`config.mk`:
```
export PLATFORM = sky130hd
export DESIGN_NAME = percentile_threshold_tracker
export DESIGN_NICKNAME = d
export VERILOG_FILES = /design/src/hdl/ptt_pkg.sv /design/src/hdl/ptt_ram.sv /design/src/hdl/ptt_select.sv /design/src/hdl/percentile_threshold_tracker.sv
export SDC_FILE = /design/constraint.sdc
export NUM_CORES = 2
export LEC_CHECK = 0
export BUFFER_PORTS_ARGS = -buffer_cell sky130_fd_sc_hd__buf_2
export CORE_MARGIN = 2
export CORE_UTILIZATION = 55
export CTS_CLUSTER_DIAMETER = 150
export DETAILED_ROUTE_END_ITERATION = 8
export MAX_ROUTING_LAYER = met4
export PLACE_DENSITY = 0.74
export SLEW_MARGIN = 40
export SYNTH_ARGS = -nofsm -noshare
export SYNTH_HDL_FRONTEND = slang
export SYNTH_SLANG_ARGS = --single-unit
```
`constraint.sdc`:
```
create_clock -name clk -period 6.9 [get_ports clk]
set_clock_uncertainty 0.05 [all_clocks]
set_input_delay 1.38 -clock clk [delete_from_list [all_inputs] [get_ports clk]]
set_output_delay 1.38 -clock clk [all_outputs]
set_load 0.01 [all_outputs]
```
`src/hdl/ptt_pkg.sv`:
```
// shared types and constants for the percentile threshold tracker
// used by ptt_select and percentile_threshold_tracker; no dependencies
package ptt_pkg;

	localparam int WINDOW_DEF        = 100;
	localparam int UPDATE_PERIOD_DEF = 10;
	localparam int SCORE_BITS_DEF    = 16;

	// widest count and score the parameter ranges allow
	localparam int CNT_MAXW   = 9;
	localparam int SCORE_MAXW = 32;

	localparam int VAL_W = 16;

	localparam logic [VAL_W-1:0] INIT_THRESHOLD_RST = 16'd614;
	localparam logic [VAL_W-1:0] RAISE_MARGIN_RST   = 16'd82;
	localparam logic [VAL_W-1:0] THRESHOLD_FLOOR_RST = 16'd410;

	typedef enum logic [1:0] {
		REG_INIT_THRESHOLD  = 2'd0,
		REG_RAISE_MARGIN    = 2'd1,
		REG_THRESHOLD_FLOOR = 2'd2
	} reg_idx_t;

	typedef struct packed {
		logic                start;
		logic [CNT_MAXW-1:0] count;
	} sel_req_t;

	typedef struct packed {
		logic                  done;
		logic [SCORE_MAXW-1:0] value;
	} sel_rsp_t;

endpackage

```
`src/hdl/ptt_ram.sv`:
```
// generic simple dual-port ram, one write port and one registered read port
// no dependencies
module ptt_ram #(
	parameter int WIDTH = 16,
	parameter int DEPTH = 100
) (
	input  logic                     clk,
	input  logic                     wen,
	input  logic [$clog2(DEPTH)-1:0] waddr,
	input  logic [WIDTH-1:0]         wdata,
	input  logic [$clog2(DEPTH)-1:0] raddr,
	output logic [WIDTH-1:0]         rdata
);

	logic [WIDTH-1:0] mem [DEPTH];

	always_ff @(posedge clk) begin
		if (wen) begin
			mem[waddr] <= wdata;
		end
		rdata <= mem[raddr];
	end

endmodule

```
`src/hdl/ptt_select.sv`:
```
// bitwise radix select of the value at a given descending rank
// depends on ptt_pkg; reads the score ring through a registered read port
module ptt_select #(
	parameter int WINDOW     = ptt_pkg::WINDOW_DEF,
	parameter int SCORE_BITS = ptt_pkg::SCORE_BITS_DEF
) (
	input  logic                      clk,
	input  logic                      arst_n,
	input  ptt_pkg::sel_req_t         req,
	output ptt_pkg::sel_rsp_t         rsp,
	output logic [$clog2(WINDOW)-1:0] raddr,
	input  logic [SCORE_BITS-1:0]     rdata
);

	localparam int AW  = $clog2(WINDOW);
	localparam int CW  = $clog2(WINDOW + 1);
	localparam int BW  = $clog2(SCORE_BITS);

	typedef enum logic [2:0] {
		S_IDLE   = 3'b001,
		S_SCAN   = 3'b010,
		S_DECIDE = 3'b100
	} sel_state_t;

	sel_state_t            state_q;
	logic [CW-1:0]         m_q;
	logic [CW-1:0]         rank_q;
	logic [CW-1:0]         addr_q;
	logic [CW-1:0]         cnt_q;
	logic [BW-1:0]         bit_q;
	logic [SCORE_BITS-1:0] prefix_q;
	logic [SCORE_BITS-1:0] mask_q;
	logic                  vld_s1;
	logic                  match;
	logic                  take_one;
	logic [SCORE_BITS-1:0] prefix_next;

	assign raddr = addr_q[AW-1:0];

	// entry agrees with the prefix on the bits above and has a one here
	assign match = (((rdata ^ prefix_q) & mask_q) == '0) && rdata[bit_q];

	assign take_one = rank_q < cnt_q;

	always_comb begin
		prefix_next = prefix_q;
		prefix_next[bit_q] = take_one;
	end

	assign rsp.done  = (state_q == S_DECIDE) && (bit_q == '0);
	assign rsp.value = ptt_pkg::SCORE_MAXW'(prefix_next);

	always_ff @(posedge clk or negedge arst_n) begin
		if (!arst_n) begin
			state_q <= S_IDLE;
			vld_s1  <= 1'b0;
		end else begin
			unique case (state_q)
				S_IDLE: begin
					vld_s1 <= 1'b0;
					if (req.start) begin
						state_q <= S_SCAN;
					end
				end
				S_SCAN: begin
					vld_s1 <= addr_q < m_q;
					if (addr_q >= m_q) begin
						state_q <= S_DECIDE;
					end
				end
				S_DECIDE: begin
					vld_s1 <= 1'b0;
					state_q <= (bit_q == '0) ? S_IDLE : S_SCAN;
				end
				default: begin
					state_q <= S_IDLE;
					vld_s1  <= 1'b0;
				end
			endcase
		end
	end

	always_ff @(posedge clk) begin
		if (vld_s1) begin
			cnt_q <= cnt_q + CW'(match);
		end
		unique case (state_q)
			S_IDLE: begin
				m_q      <= req.count[CW-1:0];
				rank_q   <= req.count[CW-1:0] >> 2;
				addr_q   <= '0;
				cnt_q    <= '0;
				bit_q    <= BW'(SCORE_BITS - 1);
				prefix_q <= '0;
				mask_q   <= '0;
			end
			S_SCAN: begin
				if (addr_q < m_q) begin
					addr_q <= addr_q + 1'b1;
				end
			end
			S_DECIDE: begin
				prefix_q      <= prefix_next;
				mask_q[bit_q] <= 1'b1;
				if (!take_one) begin
					rank_q <= rank_q - cnt_q;
				end
				cnt_q  <= '0;
				addr_q <= '0;
				bit_q  <= bit_q - 1'b1;
			end
			default: begin
				addr_q <= '0;
			end
		endcase
	end

endmodule

```
`src/hdl/percentile_threshold_tracker.sv`:
```
// top level: score ring, update sequencing and raise-only threshold
// depends on ptt_pkg, ptt_ram and ptt_select
// result: an item with no percentile update gives its registered result in the cycle after accept;
// an update item waits for the bitwise select over the m filled ring entries, m counting the new item
// throughput: one item per cycle between updates while the output is not stalled; no new item during an update
// reset: control state, ring position, fill count and registers cleared to defaults; ring not cleared
module percentile_threshold_tracker #(
	parameter int WINDOW        = ptt_pkg::WINDOW_DEF,
	parameter int UPDATE_PERIOD = ptt_pkg::UPDATE_PERIOD_DEF,
	parameter int SCORE_BITS    = ptt_pkg::SCORE_BITS_DEF
) (
	input  logic        clk,
	input  logic        arst_n,
	input  logic        in_valid,
	output logic        in_ready,
	input  logic [15:0] score,
	output logic        out_valid,
	input  logic        out_ready,
	output logic [15:0] threshold,
	output logic        recomputed,
	output logic        raised,
	input  logic        cfg_wen,
	input  logic [1:0]  cfg_index,
	input  logic [15:0] cfg_wdata
);

	localparam int AW  = $clog2(WINDOW);
	localparam int CW  = $clog2(WINDOW + 1);
	localparam int PW  = $clog2(UPDATE_PERIOD + 1);
	localparam int SW  = (SCORE_BITS > 16) ? SCORE_BITS : 16;
	localparam int KW  = (SCORE_BITS > 17) ? SCORE_BITS : 17;

	typedef enum logic [1:0] {
		T_IDLE = 2'b01,
		T_WAIT = 2'b10
	} top_state_t;

	top_state_t       state_q;
	logic [15:0]      margin_q;
	logic [15:0]      floor_q;
	logic [15:0]      th_q;
	logic [AW-1:0]    wpos_q;
	logic [PW-1:0]    phase_q;
	logic [CW-1:0]    filled_q;
	logic             out_valid_q;
	logic [15:0]      out_th_q;
	logic             out_rec_q;
	logic             out_raised_q;

	logic             accept;
	logic             wrap;
	logic [AW-1:0]    wpos_next;
	logic [PW-1:0]    phase_next;
	logic [CW-1:0]    filled_next;
	logic             do_update;
	logic [SW-1:0]    score_w;
	logic [SCORE_BITS-1:0] score_sat;
	logic [AW-1:0]    raddr;
	logic [SCORE_BITS-1:0] rdata;
	logic [SCORE_BITS-1:0] cand;
	logic [KW-1:0]    limit;
	logic [15:0]      th_raised;
	logic [15:0]      th_new;

	ptt_pkg::sel_req_t sel_req;
	ptt_pkg::sel_rsp_t sel_rsp;

	assign in_ready   = (state_q == T_IDLE) && (!out_valid_q || out_ready);
	assign accept     = in_valid && in_ready;
	assign out_valid  = out_valid_q;
	assign threshold  = out_th_q;
	assign recomputed = out_rec_q;
	assign raised     = out_raised_q;

	// scores above the stored width saturate
	assign score_w   = SW'(score);
	assign score_sat = (score_w > SW'({SCORE_BITS{1'b1}})) ? {SCORE_BITS{1'b1}}
		: SCORE_BITS'(score_w);

	assign wrap        = wpos_q == AW'(WINDOW - 1);
	assign wpos_next   = wrap ? '0 : wpos_q + 1'b1;
	assign phase_next  = (wrap || phase_q == PW'(UPDATE_PERIOD - 1)) ? '0 : phase_q + 1'b1;
	assign filled_next = (filled_q == CW'(WINDOW)) ? filled_q : filled_q + 1'b1;
	assign do_update   = phase_next == '0;

	assign sel_req.start = accept && do_update;
	assign sel_req.count = ptt_pkg::CNT_MAXW'(filled_next);

	ptt_ram #(
		.WIDTH(SCORE_BITS),
		.DEPTH(WINDOW)
	) u_ring (
		.clk  (clk),
		.wen  (accept),
		.waddr(wpos_q),
		.wdata(score_sat),
		.raddr(raddr),
		.rdata(rdata)
	);

	ptt_select #(
		.WINDOW    (WINDOW),
		.SCORE_BITS(SCORE_BITS)
	) u_select (
		.clk   (clk),
		.arst_n(arst_n),
		.req   (sel_req),
		.rsp   (sel_rsp),
		.raddr (raddr),
		.rdata (rdata)
	);

	// raise only when the percentile clears threshold plus margin, then clamp to floor
	assign cand  = SCORE_BITS'(sel_rsp.value);
	assign limit = KW'(th_q) + KW'(margin_q);
	always_comb begin
		th_raised = (KW'(cand) > limit) ? 16'(cand) : th_q;
		th_new    = (th_raised < floor_q) ? floor_q : th_raised;
	end

	always_ff @(posedge clk or negedge arst_n) begin
		if (!arst_n) begin
			state_q     <= T_IDLE;
			margin_q    <= ptt_pkg::RAISE_MARGIN_RST;
			floor_q     <= ptt_pkg::THRESHOLD_FLOOR_RST;
			th_q        <= ptt_pkg::INIT_THRESHOLD_RST;
			wpos_q      <= '0;
			phase_q     <= '0;
			filled_q    <= '0;
			out_valid_q <= 1'b0;
		end else begin
			if (cfg_wen) begin
				case (cfg_index)
					// the initial threshold only reaches the live one before any score
					ptt_pkg::REG_INIT_THRESHOLD: begin
						if (filled_q == '0) begin
							th_q <= cfg_wdata;
						end
					end
					ptt_pkg::REG_RAISE_MARGIN:    margin_q <= cfg_wdata;
					ptt_pkg::REG_THRESHOLD_FLOOR: floor_q  <= cfg_wdata;
					default: ;
				endcase
			end

			if (out_valid_q && out_ready) begin
				out_valid_q <= 1'b0;
			end

			unique case (state_q)
				T_IDLE: begin
					if (accept) begin
						wpos_q   <= wpos_next;
						phase_q  <= phase_next;
						filled_q <= filled_next;
						if (do_update) begin
							state_q <= T_WAIT;
						end else begin
							out_valid_q <= 1'b1;
						end
					end
				end
				T_WAIT: begin
					if (sel_rsp.done) begin
						th_q        <= th_new;
						out_valid_q <= 1'b1;
						state_q     <= T_IDLE;
					end
				end
				default: state_q <= T_IDLE;
			endcase
		end
	end

	always_ff @(posedge clk) begin
		if (state_q == T_IDLE && accept && !do_update) begin
			out_th_q     <= th_q;
			out_rec_q    <= 1'b0;
			out_raised_q <= 1'b0;
		end else if (state_q == T_WAIT && sel_rsp.done) begin
			out_th_q     <= th_new;
			out_rec_q    <= 1'b1;
			out_raised_q <= th_new != th_q;
		end
	end

endmodule

```
==> impl_metrics.ini <==
[placement]
gp_congestion = 0.9127
dp_hpwl_um = 98410
placed_cell_area_um2 = 75110
port_buffers = 58

[timing]
hold_viol = 0
drv_slew = 0
maxSlewHeadroom_pct = 39.42
period_share_pct = 94.82
fmax_mhz = 152.8
fin_crit_ns = 6.543
worstMarginPinSlew_ns = 0.9065
fin_tns_setup_ns = 0
setup_viol = 0

[clock_network]
cts.sinks = 1771
htree_levels = 4
cts_made_buffers = 173
cts_tree = built
clk_pin_slew_ns = 0.06
clockBufferDepth = 3
clk_latency_ns = 0.82
cts_root_buffer = clkbuf_16

[synthesis]
synthesis.nets = 3606
synthArstFlopShare_pct = 4.122
ys_seq_elements = 1771
yosysUniqueCellTypes = 78
synth_edf_count = 1666
yosysTopAreaCell = edfxtp_1
synth_top_cell_area_share_pct = 69.90
ys.flop_type = edfxtp_1
ys_seq_area_share_pct = 73.37
synth_area_per_cell_um2 = 20.51
synth_area_um2 = 71570
netlist_instances = 3489
yosys_warnings = 0
ys_top_cells_by_area = edfxtp_1 (70%), mux4_2 (16%), dfrtp_1 (2.0%), ha_1 (1.3%), mux2_2 (1.2%)

[layout]
utilization_pct = 62.45
layout-drive-gt1-share_pct = 29.98
syn_to_final_growth_pct = 12.84
nets = 3881
final_cell_area_um2 = 80760

[setup_path]
crit_path_top_delay_cell = dfstp_2
r2r_setup_slack_ns = 0.36
cp_data_required_time_ns = 7.40
worstRegToRegCells = 31
r2r_end = threshold[4]$_DFFE_PP_
arrival_ns = 7.04
critPathKind = reg2reg
start_kind = flop
end_kind = flop
crit_path_max_fanout = 5
cpMostUsedCell = buf_4
rr_startpoint = margin_q[1]$_DFFE_PN1P_
critical_path.max_stage_delay_ns = 0.56

[power_and_ir_drop]
switching_share_pct = 20.75
p_seq_share_pct = 54.8
worst_ir_drop_vdd_mv = 0.2780
powerDensity_nw_per_um2 = 267.0
p_leak_nw = 25.62
p_total_w = 0.02157
p_switching_w = 0.004475
combPwrFrac_pct = 3.2
power_frac_clock_pct = 42.0
p_int_w = 0.01709

[detailed_routing]
vias = 36150
initialDrtViolationCount = 4447
ant_nets = 0
routedWlPerCell_um = 30.20
via_per_inst = 6.398
drc = 0
dr.pass1.iters = 5
totalWireLength_um = 170700

[die]
start_util_pct = 55.34
core_area_um2 = 129300
die_w_um = 364.7
die_h_um = 364.7
die-area_um2 = 133000
num_rows = 132
pin_count = 59

[grt]
grt_pass1_wl_um = 248500
grt_max_degree = 101
track_usage_pct = 26.87
grt-ovfl-total = 0
grt_pass1_vias = 36120
antenna_found_initial = 10

[flow_run]
max_cap_viol_count = 0

[min_path]
min_path_cells = 1
hp-start = recomputed$_SDFFE_PP0P_
hold_end = recomputed$_SDFFE_PP0P_
hp-class = reg2reg

[run_status]
outcome = completed
[repair_timing]
| action | in CTS | in global routing |
|---|---|---|
| buffers inserted | 0 | 9 |
| endpoints found under the setup margin | 2 | 33 |
| pin swaps | 0 | 12 |
| cloned | 0 | 1 |
| hold buffers | 0 | 0 |
| resized for setup | 3 | 28 |
[routing by layer]
layer | routed length, um | up-vias | global-route usage [%]
met5 | 0 | - | -
met4 | 4652 | 0 | 7.446
met3 | 13950 | 269 | 4.260
met2 | 83890 | 1834 | 41.62
met1 | 68170 | 19160 | 37.69
li1 | - | 14890 | -
[power by group through the flow]
stage / sequential [W] / clock, W / combinational, W
finish: 0.0118 / 0.00905 / 0.000697
global route: 0.0118 / 0.00959 / 0.000770
CTS: 0.0118 / 0.00917 / 0.000659
detailed placement: 0.0120 / 0 / 0.000654
global placement: 0.0120 / 0 / 0.000631
floorplan: 0.0120 / 0 / 0.000352
[registers in the layout, summed over array words and instances (netlist names), 7 cells and up]
| name | flops |
|---|---|
| u_select.raddr | 7 |
| th_q | 16 |
| u_select.m_q | 7 |
| u_select.prefix_q | 16 |
| wpos_q | 7 |
| u_select.mask_q | 16 |
| u_select.cnt_q | 7 |
| u_select.rank_q | 7 |
| margin_q | 16 |
| u_ring.rdata | 16 |
| floor_q | 16 |
| filled_q | 7 |
| threshold | 16 |
| u_ring.mem | 1600 |
[cells in the mapped netlist (33+ instances only)]
| master | n |
|---|---|
| a21oi_1 | 68 |
| buf_2 | 43 |
| clkbuf_1 | 98 |
| dfrtp_1 | 58 |
| edfxtp_1 | 1666 |
| ha_1 | 76 |
| inv_1 | 72 |
| mux2_2 | 79 |
| mux4_2 | 517 |
| nand2_1 | 113 |
| nor2_1 | 211 |
| o21ai_0 | 76 |
| xnor2_1 | 33 |
[metrics by stage]
step / hold slack, ns / instances / setup slack (ns)
finish: 0.4109 / 5650 / 0.3573
global route: 0.4307 / 5648 / -0.02295
CTS: 0.4148 / 5634 / 0.008646
detailed placement: 0.4013 / 5320 / -0.06923
global placement: 0.3955 / 5315 / -0.04257
floorplan: 0.4294 / 3489 / 0.3477
[logic make-up after synthesis]
kind of cell | count (synthesis) | share of synthesized area, %
compound gates | 245 | 2.184
xor+xnor | 65 | 0.7954
fa+ha+maj | 78 | 1.385
buf+inv | 241 | 1.379
flops | 1771 | 73.37
mux | 629 | 18.00
simple gates | 460 | 2.886
[critical path, delay by kind of cell (launching register included)]
family          cells  cell delay (ns)
xor+xnor            1             0.09
flops               1             0.56
compound gates     16             3.14
mux                 3             0.82
simple gates        5             0.47
fa+ha+maj           3             0.67
buf+inv             3             0.49
[cell type report]
class / count / area, um2
Multi-Input combinational cell: 1478 / 18220
Fill cell: 8687 / 48560
Tap cell: 1742 / 2180
Antenna cell: 5 / 12.51
Clock inverter: 106 / 872.1
Inverter: 72 / 270.3
Sequential cell: 1771 / 52540
Clock buffer: 208 / 4513
Timing Repair Buffer: 268 / 2151
[how the worst max path moves through the flow]
stage,cells past startpoint,from,endpoint
2_1_floorplan,30,th_q[1]$_DFF_PN1_,raised$_SDFFE_PP0P_
3_3_place_gp,31,margin_q[1]$_DFFE_PN1P_,raised$_SDFFE_PP0P_
4_1_cts,31,margin_q[1]$_DFFE_PN1P_,raised$_SDFFE_PP0P_
5_1_grt,33,margin_q[1]$_DFFE_PN1P_,raised$_SDFFE_PP0P_
3_5_place_dp,31,margin_q[1]$_DFFE_PN1P_,raised$_SDFFE_PP0P_
6_report,31,margin_q[1]$_DFFE_PN1P_,threshold[4]$_DFFE_PP_
[cell usage in the layout (no fill, tap or decap), drive strengths merged, types with 11 or more instances in the layout]
cell type / n
buf: 265
inv: 80
edfxtp: 1666
mux2i: 33
xnor2: 33
o21ai: 80
dfstp: 15
nor2b: 15
o21a: 11
nand2: 114
clkinv: 79
mux2: 79
dfrtp: 58
mux4: 517
a22oi: 11
nor3: 16
ha: 76
xor2: 32
a21oi: 69
dfxtp: 32
clkbuf: 211
nand3: 31
nor2: 212
nand4: 13
No activity file was read; power rests on OpenSTA's default activity.
